File: src/hdl/nop_pkg.sv
`timescale 1ns / 1ps

package nop_pkg;

   // Table geometry and field widths.
   localparam int MaxObstacles = 16;
   localparam int SlotWidth    = 4;
   localparam int CountWidth   = 5;
   localparam int PosWidth     = 32;
   localparam int NumHips      = 4;

   localparam logic [CountWidth-1:0] CountReset = 5'd15;
   localparam logic [CountWidth-1:0] CountMax   = 5'd16;
   localparam logic [PosWidth-1:0]   DistMax    = 32'hFFFF_FFFF;

   // Operation codes carried by an input item.
   localparam logic OpStore = 1'b0;
   localparam logic OpQuery = 1'b1;

   typedef logic signed [PosWidth-1:0] pos_type;
   typedef logic [PosWidth-1:0]        dist_type;
   typedef logic [CountWidth-1:0]      index_type;
   typedef logic [SlotWidth-1:0]       slot_type;

   typedef enum logic [1:0] {
      ST_IDLE,
      ST_SCAN,
      ST_DRAIN,
      ST_FINISH
   } ctrl_state_type;

   // Commands from the controller to the datapath.
   typedef struct packed {
      logic     store;
      logic     start;
      logic     issue;
      slot_type issue_slot;
      logic     publish;
   } cmd_type;

   // Status from the datapath to the controller.
   typedef struct packed {
      logic pipe_busy;
      logic rsp_free;
   } status_type;

endpackage

File: src/hdl/nop_channels.sv
`timescale 1ns / 1ps

// Request channel: one store or query item.
interface nop_req_if;
   logic               valid;
   logic               ready;
   logic               operation;
   nop_pkg::slot_type  slot;
   nop_pkg::pos_type   obstacle_x;
   nop_pkg::pos_type   hip_lf_x;
   nop_pkg::pos_type   hip_rf_x;
   nop_pkg::pos_type   hip_rr_x;
   nop_pkg::pos_type   hip_lr_x;

   modport source (output valid, output operation, output slot, output obstacle_x,
                   output hip_lf_x, output hip_rf_x, output hip_rr_x, output hip_lr_x,
                   input ready);
   modport sink (input valid, input operation, input slot, input obstacle_x,
                 input hip_lf_x, input hip_rf_x, input hip_rr_x, input hip_lr_x,
                 output ready);
endinterface

// Response channel: one result item per query.
interface nop_rsp_if;
   logic                valid;
   logic                ready;
   nop_pkg::index_type  lf_index;
   nop_pkg::index_type  rf_index;
   nop_pkg::index_type  rr_index;
   nop_pkg::index_type  lr_index;
   nop_pkg::dist_type   lf_distance;
   nop_pkg::dist_type   rf_distance;
   nop_pkg::dist_type   rr_distance;
   nop_pkg::dist_type   lr_distance;

   modport source (output valid, output lf_index, output rf_index, output rr_index,
                   output lr_index, output lf_distance, output rf_distance,
                   output rr_distance, output lr_distance, input ready);
   modport sink (input valid, input lf_index, input rf_index, input rr_index,
                 input lr_index, input lf_distance, input rf_distance,
                 input rr_distance, input lr_distance, output ready);
endinterface

File: src/hdl/nearest_obstacle_per_hip.sv
`timescale 1ns / 1ps

// Nearest obstacle along x for four hips. A store item writes one signed
// Q16.16 position into one of 16 slots and gives no result. A query item
// scans slots 0 to active_count-1 (at most 16) one slot per cycle, all four
// hips in parallel, through a three-stage read, gap and compare pipeline.
// A query holds the request side from its acceptance until its result is
// published, through the scan, the pipeline drain and any wait while an
// earlier result is still waiting to be taken. The result, held in an
// output register, gives each hip's 1-based nearest slot (first minimum
// wins, 0 when no slot is searched) and its gap (all ones when none). Store
// items are still taken while a result waits. The table is zero after
// reset and active_count resets to 15; write active_count only while the
// block is idle.
module nearest_obstacle_per_hip (
   input  logic                clock,
   input  logic                reset,
   nop_req_if.sink             req_ch,
   nop_rsp_if.source           rsp_ch,
   input  logic                csr_write_enable,
   input  nop_pkg::index_type  csr_write_data
);

   nop_pkg::cmd_type    cmd;
   nop_pkg::status_type status;
   logic [nop_pkg::NumHips-1:0][nop_pkg::PosWidth-1:0]   hip_in;
   logic [nop_pkg::NumHips-1:0][nop_pkg::CountWidth-1:0] rsp_index;
   logic [nop_pkg::NumHips-1:0][nop_pkg::PosWidth-1:0]   rsp_distance;

   assign hip_in[0] = req_ch.hip_lf_x;
   assign hip_in[1] = req_ch.hip_rf_x;
   assign hip_in[2] = req_ch.hip_rr_x;
   assign hip_in[3] = req_ch.hip_lr_x;

   nop_ctrl u_ctrl (
      .clock            (clock),
      .reset            (reset),
      .req_valid        (req_ch.valid),
      .req_operation    (req_ch.operation),
      .req_ready        (req_ch.ready),
      .csr_write_enable (csr_write_enable),
      .csr_write_data   (csr_write_data),
      .status           (status),
      .cmd              (cmd)
   );

   nop_datapath u_datapath (
      .clock        (clock),
      .reset        (reset),
      .cmd          (cmd),
      .status       (status),
      .wr_slot      (req_ch.slot),
      .wr_data      (req_ch.obstacle_x),
      .hip_in       (hip_in),
      .rsp_ready    (rsp_ch.ready),
      .rsp_valid    (rsp_ch.valid),
      .rsp_index    (rsp_index),
      .rsp_distance (rsp_distance)
   );

   assign rsp_ch.lf_index    = rsp_index[0];
   assign rsp_ch.rf_index    = rsp_index[1];
   assign rsp_ch.rr_index    = rsp_index[2];
   assign rsp_ch.lr_index    = rsp_index[3];
   assign rsp_ch.lf_distance = rsp_distance[0];
   assign rsp_ch.rf_distance = rsp_distance[1];
   assign rsp_ch.rr_distance = rsp_distance[2];
   assign rsp_ch.lr_distance = rsp_distance[3];

   // A query item blocks new items while it runs.
   a_query_blocks: assert property (@(posedge clock) disable iff (reset)
      (req_ch.valid && req_ch.ready && req_ch.operation == nop_pkg::OpQuery)
      |=> !req_ch.ready)
      else $error("request ready right after a query item");

   // Slots are only scanned while no item can be accepted.
   a_issue_busy: assert property (@(posedge clock) disable iff (reset)
      cmd.issue |-> !req_ch.ready)
      else $error("scan step while accepting items");

   // A result never overwrites one that has not been taken.
   a_no_overwrite: assert property (@(posedge clock) disable iff (reset)
      (cmd.publish && rsp_ch.valid) |-> rsp_ch.ready)
      else $error("result published over a pending item");

   // Publishing happens only after the compare pipeline has drained.
   a_drained: assert property (@(posedge clock) disable iff (reset)
      cmd.publish |-> !status.pipe_busy && !$past(cmd.issue))
      else $error("result published before the scan finished");

endmodule

File: src/hdl/nop_ctrl.sv
`timescale 1ns / 1ps

module nop_ctrl (
   input  logic                   clock,
   input  logic                   reset,
   input  logic                   req_valid,
   input  logic                   req_operation,
   output logic                   req_ready,
   input  logic                   csr_write_enable,
   input  nop_pkg::index_type     csr_write_data,
   input  nop_pkg::status_type    status,
   output nop_pkg::cmd_type       cmd
);

   nop_pkg::ctrl_state_type state_ff, state_in;
   nop_pkg::index_type      count_ff, count_in;
   nop_pkg::index_type      active_ff, active_in;
   nop_pkg::index_type      limit;

   // Search length register.
   always_comb begin
      active_in = csr_write_enable ? csr_write_data : active_ff;
   end

   // A count above the table depth searches the whole table.
   always_comb begin
      limit = (active_ff > nop_pkg::CountMax) ? nop_pkg::CountMax : active_ff;
   end

   always_ff @(posedge clock) begin
      if (reset) begin
         state_ff  <= nop_pkg::ST_IDLE;
         count_ff  <= '0;
         active_ff <= nop_pkg::CountReset;
      end else begin
         state_ff  <= state_in;
         count_ff  <= count_in;
         active_ff <= active_in;
      end
   end

   // Next state and commands.
   always_comb begin
      state_in       = state_ff;
      count_in       = count_ff;
      req_ready      = 1'b0;
      cmd            = '0;
      cmd.issue_slot = count_ff[nop_pkg::SlotWidth-1:0];
      case (state_ff)
         nop_pkg::ST_IDLE: begin
            req_ready = 1'b1;
            if (req_valid) begin
               if (req_operation == nop_pkg::OpQuery) begin
                  cmd.start = 1'b1;
                  count_in  = '0;
                  state_in  = nop_pkg::ST_SCAN;
               end else begin
                  cmd.store = 1'b1;
               end
            end
         end
         nop_pkg::ST_SCAN: begin
            // One slot enters the compare pipeline each cycle.
            if (count_ff < limit) begin
               cmd.issue = 1'b1;
               count_in  = count_ff + 5'd1;
            end else begin
               state_in = nop_pkg::ST_DRAIN;
            end
         end
         nop_pkg::ST_DRAIN: begin
            if (!status.pipe_busy) begin
               state_in = nop_pkg::ST_FINISH;
            end
         end
         nop_pkg::ST_FINISH: begin
            // Wait for the output register to be free.
            if (status.rsp_free) begin
               cmd.publish = 1'b1;
               state_in    = nop_pkg::ST_IDLE;
            end
         end
         default: begin
            state_in = nop_pkg::ST_IDLE;
         end
      endcase
   end

endmodule

File: src/hdl/nop_datapath.sv
`timescale 1ns / 1ps

module nop_datapath (
   input  logic                                       clock,
   input  logic                                       reset,
   input  nop_pkg::cmd_type                           cmd,
   output nop_pkg::status_type                        status,
   input  nop_pkg::slot_type                          wr_slot,
   input  nop_pkg::pos_type                           wr_data,
   input  logic [nop_pkg::NumHips-1:0][nop_pkg::PosWidth-1:0] hip_in,
   input  logic                                       rsp_ready,
   output logic                                       rsp_valid,
   output logic [nop_pkg::NumHips-1:0][nop_pkg::CountWidth-1:0] rsp_index,
   output logic [nop_pkg::NumHips-1:0][nop_pkg::PosWidth-1:0]   rsp_distance
);

   nop_pkg::pos_type   table_ff [nop_pkg::MaxObstacles];
   nop_pkg::pos_type   hip_ff   [nop_pkg::NumHips];

   // Stage one: selected table entry.
   nop_pkg::pos_type   pos1_ff;
   nop_pkg::slot_type  slot1_ff;
   logic               valid1_ff;

   // Stage two: absolute gaps.
   nop_pkg::dist_type  dist2_ff [nop_pkg::NumHips];
   nop_pkg::slot_type  slot2_ff;
   logic               valid2_ff;
   nop_pkg::dist_type  gap      [nop_pkg::NumHips];

   // Stage three: running best per hip.
   nop_pkg::dist_type  best_ff  [nop_pkg::NumHips];
   nop_pkg::index_type best_idx_ff [nop_pkg::NumHips];
   logic               found_ff;

   // Output register.
   logic               out_valid_ff, out_valid_in;
   nop_pkg::dist_type  out_dist_ff [nop_pkg::NumHips];
   nop_pkg::index_type out_idx_ff  [nop_pkg::NumHips];

   // Obstacle table, cleared at reset.
   always_ff @(posedge clock) begin
      if (reset) begin
         for (int i = 0; i < nop_pkg::MaxObstacles; i++) begin
            table_ff[i] <= '0;
         end
      end else if (cmd.store) begin
         table_ff[wr_slot] <= wr_data;
      end
   end

   // Hip positions are held for the whole scan.
   always_ff @(posedge clock) begin
      if (cmd.start) begin
         for (int h = 0; h < nop_pkg::NumHips; h++) begin
            hip_ff[h] <= hip_in[h];
         end
      end
   end

   // Pipeline valid bits.
   always_ff @(posedge clock) begin
      if (reset) begin
         valid1_ff <= 1'b0;
         valid2_ff <= 1'b0;
      end else begin
         valid1_ff <= cmd.issue;
         valid2_ff <= valid1_ff;
      end
   end

   always_ff @(posedge clock) begin
      pos1_ff  <= table_ff[cmd.issue_slot];
      slot1_ff <= cmd.issue_slot;
      slot2_ff <= slot1_ff;
   end

   // Both differences are formed and the non-negative one kept. The gap of two
   // 32-bit signed values is below 2^32, so it fits in 32 bits and may be all ones.
   always_comb begin
      for (int h = 0; h < nop_pkg::NumHips; h++) begin
         logic signed [nop_pkg::PosWidth:0] diff_a;
         logic signed [nop_pkg::PosWidth:0] diff_b;
         diff_a = {hip_ff[h][nop_pkg::PosWidth-1], hip_ff[h]}
                - {pos1_ff[nop_pkg::PosWidth-1], pos1_ff};
         diff_b = {pos1_ff[nop_pkg::PosWidth-1], pos1_ff}
                - {hip_ff[h][nop_pkg::PosWidth-1], hip_ff[h]};
         gap[h] = diff_a[nop_pkg::PosWidth] ? diff_b[nop_pkg::PosWidth-1:0]
                                            : diff_a[nop_pkg::PosWidth-1:0];
      end
   end

   always_ff @(posedge clock) begin
      for (int h = 0; h < nop_pkg::NumHips; h++) begin
         dist2_ff[h] <= gap[h];
      end
   end

   // Running minimum; the first slot is always taken, later ones must be nearer.
   always_ff @(posedge clock) begin
      if (cmd.start) begin
         found_ff <= 1'b0;
         for (int h = 0; h < nop_pkg::NumHips; h++) begin
            best_ff[h]     <= nop_pkg::DistMax;
            best_idx_ff[h] <= '0;
         end
      end else if (valid2_ff) begin
         found_ff <= 1'b1;
         for (int h = 0; h < nop_pkg::NumHips; h++) begin
            if (!found_ff || (dist2_ff[h] < best_ff[h])) begin
               best_ff[h]     <= dist2_ff[h];
               best_idx_ff[h] <= {1'b0, slot2_ff} + 5'd1;
            end
         end
      end
   end

   // Result register; it frees up when the item is taken.
   always_comb begin
      out_valid_in = out_valid_ff;
      if (cmd.publish) begin
         out_valid_in = 1'b1;
      end else if (out_valid_ff && rsp_ready) begin
         out_valid_in = 1'b0;
      end
   end

   always_ff @(posedge clock) begin
      if (reset) begin
         out_valid_ff <= 1'b0;
      end else begin
         out_valid_ff <= out_valid_in;
      end
   end

   always_ff @(posedge clock) begin
      if (cmd.publish) begin
         for (int h = 0; h < nop_pkg::NumHips; h++) begin
            out_dist_ff[h] <= best_ff[h];
            out_idx_ff[h]  <= best_idx_ff[h];
         end
      end
   end

   always_comb begin
      status.pipe_busy = valid1_ff | valid2_ff;
      status.rsp_free  = !out_valid_ff || rsp_ready;
      rsp_valid        = out_valid_ff;
      for (int h = 0; h < nop_pkg::NumHips; h++) begin
         rsp_index[h]    = out_idx_ff[h];
         rsp_distance[h] = out_dist_ff[h];
      end
   end

endmodule

File: src/flat_wrapper.sv
// flat-port wrapper written by rule: the top's interface ports become plain ports
module nearest_obstacle_per_hip_flat 
  (clock, reset, csr_write_enable, csr_write_data, req_ch_valid, req_ch_operation, req_ch_slot, req_ch_obstacle_x, req_ch_hip_lf_x, req_ch_hip_rf_x, req_ch_hip_rr_x, req_ch_hip_lr_x, req_ch_ready, rsp_ch_valid, rsp_ch_lf_index, rsp_ch_rf_index, rsp_ch_rr_index, rsp_ch_lr_index, rsp_ch_lf_distance, rsp_ch_rf_distance, rsp_ch_rr_distance, rsp_ch_lr_distance, rsp_ch_ready);
  nop_req_if req_ch_i ();
  nop_rsp_if rsp_ch_i ();
  input  logic clock;
  input  logic reset;
  input  logic csr_write_enable;
  input  nop_pkg::index_type csr_write_data;
  input wire logic [$bits(req_ch_i.valid)-1:0] req_ch_valid;
  input wire logic [$bits(req_ch_i.operation)-1:0] req_ch_operation;
  input wire logic [$bits(req_ch_i.slot)-1:0] req_ch_slot;
  input wire logic [$bits(req_ch_i.obstacle_x)-1:0] req_ch_obstacle_x;
  input wire logic [$bits(req_ch_i.hip_lf_x)-1:0] req_ch_hip_lf_x;
  input wire logic [$bits(req_ch_i.hip_rf_x)-1:0] req_ch_hip_rf_x;
  input wire logic [$bits(req_ch_i.hip_rr_x)-1:0] req_ch_hip_rr_x;
  input wire logic [$bits(req_ch_i.hip_lr_x)-1:0] req_ch_hip_lr_x;
  output wire logic [$bits(req_ch_i.ready)-1:0] req_ch_ready;
  output wire logic [$bits(rsp_ch_i.valid)-1:0] rsp_ch_valid;
  output wire logic [$bits(rsp_ch_i.lf_index)-1:0] rsp_ch_lf_index;
  output wire logic [$bits(rsp_ch_i.rf_index)-1:0] rsp_ch_rf_index;
  output wire logic [$bits(rsp_ch_i.rr_index)-1:0] rsp_ch_rr_index;
  output wire logic [$bits(rsp_ch_i.lr_index)-1:0] rsp_ch_lr_index;
  output wire logic [$bits(rsp_ch_i.lf_distance)-1:0] rsp_ch_lf_distance;
  output wire logic [$bits(rsp_ch_i.rf_distance)-1:0] rsp_ch_rf_distance;
  output wire logic [$bits(rsp_ch_i.rr_distance)-1:0] rsp_ch_rr_distance;
  output wire logic [$bits(rsp_ch_i.lr_distance)-1:0] rsp_ch_lr_distance;
  input wire logic [$bits(rsp_ch_i.ready)-1:0] rsp_ch_ready;
  assign req_ch_i.valid = req_ch_valid;
  assign req_ch_i.operation = req_ch_operation;
  assign req_ch_i.slot = req_ch_slot;
  assign req_ch_i.obstacle_x = req_ch_obstacle_x;
  assign req_ch_i.hip_lf_x = req_ch_hip_lf_x;
  assign req_ch_i.hip_rf_x = req_ch_hip_rf_x;
  assign req_ch_i.hip_rr_x = req_ch_hip_rr_x;
  assign req_ch_i.hip_lr_x = req_ch_hip_lr_x;
  assign req_ch_ready = req_ch_i.ready;
  assign rsp_ch_valid = rsp_ch_i.valid;
  assign rsp_ch_lf_index = rsp_ch_i.lf_index;
  assign rsp_ch_rf_index = rsp_ch_i.rf_index;
  assign rsp_ch_rr_index = rsp_ch_i.rr_index;
  assign rsp_ch_lr_index = rsp_ch_i.lr_index;
  assign rsp_ch_lf_distance = rsp_ch_i.lf_distance;
  assign rsp_ch_rf_distance = rsp_ch_i.rf_distance;
  assign rsp_ch_rr_distance = rsp_ch_i.rr_distance;
  assign rsp_ch_lr_distance = rsp_ch_i.lr_distance;
  assign rsp_ch_i.ready = rsp_ch_ready;
  nearest_obstacle_per_hip u_core (.clock(clock), .reset(reset), .req_ch(req_ch_i), .rsp_ch(rsp_ch_i), .csr_write_enable(csr_write_enable), .csr_write_data(csr_write_data));
endmodule
File: config.mk
export PLATFORM = sky130hd
export DESIGN_NAME = nearest_obstacle_per_hip_flat
export DESIGN_NICKNAME = d
export VERILOG_FILES = /design/src/hdl/nop_pkg.sv /design/src/hdl/nop_channels.sv /design/src/hdl/nearest_obstacle_per_hip.sv /design/src/hdl/nop_ctrl.sv /design/src/hdl/nop_datapath.sv /design/src/flat_wrapper.sv
export SDC_FILE = /design/constraint.sdc
export NUM_CORES = 2
export LEC_CHECK = 0
export ABC_AREA = 1
export BUFFER_PORTS_ARGS = -buffer_cell sky130_fd_sc_hd__buf_2
export CAP_MARGIN = 20
export CORE_UTILIZATION = 30
export CTS_CLUSTER_DIAMETER = 120
export CTS_CLUSTER_SIZE = 24
export DETAILED_ROUTE_END_ITERATION = 12
export PLACE_DENSITY = 0.45
export SLEW_MARGIN = 30
export SYNTH_ARGS = -nofsm -noshare
export SYNTH_HDL_FRONTEND = slang
export SYNTH_HIERARCHICAL = 1
export SYNTH_SLANG_ARGS = --single-unit
File: constraint.sdc
create_clock -name clock -period 11.75 [get_ports clock]
set_input_delay 2.35 -clock clock [delete_from_list [all_inputs] [get_ports clock]]
set_output_delay 2.35 -clock clock [all_outputs]
set_load 0.02 [all_outputs]
==> impl_metrics.yaml <==
run_status:
  status: "finished, final reports clean"
sta:
  finalHoldViolCount: 0
  fin_crit_sh_pct: 43.89
  grt_setup_unrepaired: "no"
  period_minus_slack_ns: 5.157
  relSlewSlack_pct: 19.07
  skew_ns: 0.04300
  setup_tns_ns: 0
  finalMaxSlewViolations: 0
  fmax_ghz: 0.1939
  worst_slew_pin_slew_ns: 1.214
  setup_viol: 0
route:
  detail-route-antenna-nets: 0
  vias_per_cell: 4.882
  drc: 0
  drtIter0Drc: 3933
  wl_per_cell_um: 23.00
  wirelength_mm: 223.1
  firstDrtPassIters: 8
  vias: 47360
synth:
  synthAdderAreaFrac_pct: 8.069
  syn_inst: 6835
  synthXorXnorAreaFrac_pct: 2.040
  synth_compound_area_share_pct: 10.09
  synthTopCellsByArea: "edfxtp_1 45%, nand2_1 8.2%, ha_1 7.8%"
  async_flop_share_pct: 0
  synth_seq_cells: 1120
  synthDistinctLibCells: 45
  muxShareOfSynthArea_pct: 2.072
  ys_seq_area_share_pct: 51.41
  synthTopCellsByCount: "1,349 x nand2_1, 936 x edfxtp_1, 859 x inv_1"
  synth_edf_count: 936
  syn_area_per_cell_um2: 9.047
  synth_top_area_share_pct: 45.45
  synth_most_common_cell: "nand2_1"
  synth_nets: 7404
  synth_top_flop_cell: "edfxtp_1"
  ys_warn_count: 6
  synthSimpleGateAreaFrac_pct: 18.38
  netlist_area_um2: 61840
  synth_top_family_by_area: "simple AND/OR/NAND/NOR gates"
  yosysTopAreaCell: "edfxtp_1"
critical_path:
  cp-end-kind: "register"
  path_cells: "buf_2 -> clkinv_1 -> buf_4 -> nand2_1 -> nor3_1 -> nand2_2 -> nand2_1 -> buf_4"
  crit_path_start_kind: "primary input"
  path_buf_inv: 4
  worstPathRequired_ns: 12.18
  cp_top_family: "simple AND/OR/NAND/NOR gates"
  crit_slowest_cell: "nor3_1"
  criticalPathCategory: "in2reg"
  crit_path_max_incr_delay_ns: 0.73
  cp_max_fo: 33
  cp.arrival_ns: 5.58
global_routing:
  gr-total-overflow: 0
  grt_pass1_wl_mm: 317.7
  antenna_found_initial: 6
  grt_pass1_vias: 46240
  grt_max_degree: 181
  grt_usage_pct: 20.86
finish:
  num-nets-final: 7531
  antennaDiodeCount: 0
  area_delta_synth_final_pct: 9.638
  final_util_pct: 33.10
  fill_cells: 21370
  drive_above_1_share_pct: 9.298
flow_run:
  drv_cap: 0
power_and_ir_drop:
  leakage_nw: 29.41
  max-vdd-ir-drop_v: 0.0001298
  power_density_nw_per_um2: 247.7
clock_network:
  clk_latency_ns: 0.75
  post_cts_buffers: 0
  cts_root_buf: "clkbuf_16"
  htreeDepth: 2
  hold_buffers: 0
  tritoncts: "yes"
  cts_buffers: 59
  cts_resized: 0
  cts.sinks: 1120
  clkSlewWorstSetupHoldPaths_ns: 0.10
  clockBufferDepth: 3
min_path:
  hold_path.class: "reg2reg"
floorplan:
  die_h_um: 456
  die_area_um2: 207900
  num_rows: 166
  start_util_pct: 30.19
  io_pins: 325
  design.core.area_um2: 204800
  die_w_um: 456
placement:
  dpl.hpwl_mm: 164.5
  portBuffers: 324
  place_congestion: 0.9593
-- path summary, 6_finish.rpt --
path,to,from,cells after the start,slack (ns)
setup / recovery,u_core/u_datapath/table_ff[2][21],reset,8,6.59
hold / removal,u_core/u_datapath/slot2_ff[0],u_core/u_datapath/slot1_ff[0],0,0.34
setup reg to reg,u_core/u_datapath/dist2_ff[0][25],u_core/u_datapath/pos1_ff[2],14,7.42
hold reg to reg,u_core/u_datapath/slot2_ff[0],u_core/u_datapath/slot1_ff[0],0,0.34
-- registers in the layout, summed over array words and instances, names as in the netlist, 2 cells and up --
signal,cells
u_core/u_datapath/out_dist_ff,128
u_core/u_datapath/slot1_ff,4
u_core/u_datapath/slot2_ff,4
u_core/u_datapath/dist2_ff,128
u_core/u_datapath/hip_ff,128
u_core/u_ctrl/state_ff,2
u_core/u_datapath/table_ff,512
u_core/u_datapath/best_idx_ff,20
u_core/u_ctrl/count_ff,5
u_core/u_datapath/out_idx_ff,20
u_core/u_datapath/best_ff,128
u_core/u_ctrl/active_ff,5
u_core/u_datapath/pos1_ff,32
-- power by group --
| group | internal [mW] | switching (mW) |
|---|---|---|
| Combinational | 2.49 | 6.21 |
| Sequential | 4.95 | 0.664 |
| Clock | 1.07 | 1.42 |
-- cell usage in the layout, fill, tap and decap left out, types with 6 or more instances in the layout --
cell type / Yosys / final
nor2_1: 855 / 854
nand4_1: 167 / 167
o21bai_1: 18 / 18
o21ai_0: 351 / 351
ha_1: 386 / 386
inv_1: 859 / 851
inv_2: 17 / 22
and2_1: 8 / 8
buf_2: 71 / 324
nand2_4: 10 / 12
clkbuf_16: 0 / 64
xnor2_1: 8 / 8
o21a_1: 16 / 16
nor2_2: 21 / 21
nand3_1: 204 / 204
dfxtp_1: 184 / 178
a21o_1: 18 / 18
or2_2: 13 / 13
xor2_1: 136 / 136
a31oi_1: 7 / 7
edfxtp_1: 936 / 936
clkbuf_1: 183 / 34
fa_1: 8 / 8
nand2_1: 1349 / 1338
o211ai_1: 155 / 155
a21oi_1: 509 / 509
buf_4: 44 / 63
nand3b_1: 6 / 6
nor3_1: 14 / 14
nand2_2: 75 / 84
o21ai_1: 22 / 22
a21oi_2: 7 / 7
mux2i_1: 128 / 128
-- metal layers --
| layer | global-route usage, % | share of wire [%] | vias up |
|---|---|---|---|
| met5 | 0 | 0.015 | - |
| met4 | 9.538 | 5.2 | 6 |
| li1 | - | - | 22950 |
| met2 | 36.27 | 49 | 1223 |
| met3 | 2.180 | 3.9 | 303 |
| met1 | 25.89 | 42 | 22880 |
-- kinds of logic after synthesis --
family,Yosys count
XOR/XNOR,144
AO/OA/AOI/OAI,1116
flip-flops,1120
AND/OR/NAND/NOR,2729
adder cells (fa/ha/maj),394
buffers and inverters,1204
multiplexers,128
-- per-stage QoR --
stage	setup slack [ns]	area, µm²	hold slack [ns]	power [mW]	instances
2_1_floorplan	1.595	61840	0.3096	11.21	6835
3_3_place_gp	5.350	65800	0.3113	14.32	9588
3_5_place_dp	5.539	65820	0.3193	14.34	9588
4_1_cts	6.346	67770	0.3381	16.87	9699
5_1_grt	6.411	67800	0.3423	17.91	9700
6_report	6.593	67800	0.3360	16.79	9700
-- layout make-up --
cell class                      count  area (µm²)  area share [%]
Clock buffer                       99        1743           2.571
Inverter                          879        3308           4.880
Sequential cell                  1120       31810           46.92
Multi-Input combinational cell   4511       25190           37.15
Clock inverter                     12       210.2          0.3101
Timing Repair Buffer              391        2175           3.208
Tap cell                         2688        3363           4.961
No activity file was read; power rests on OpenSTA's default activity.
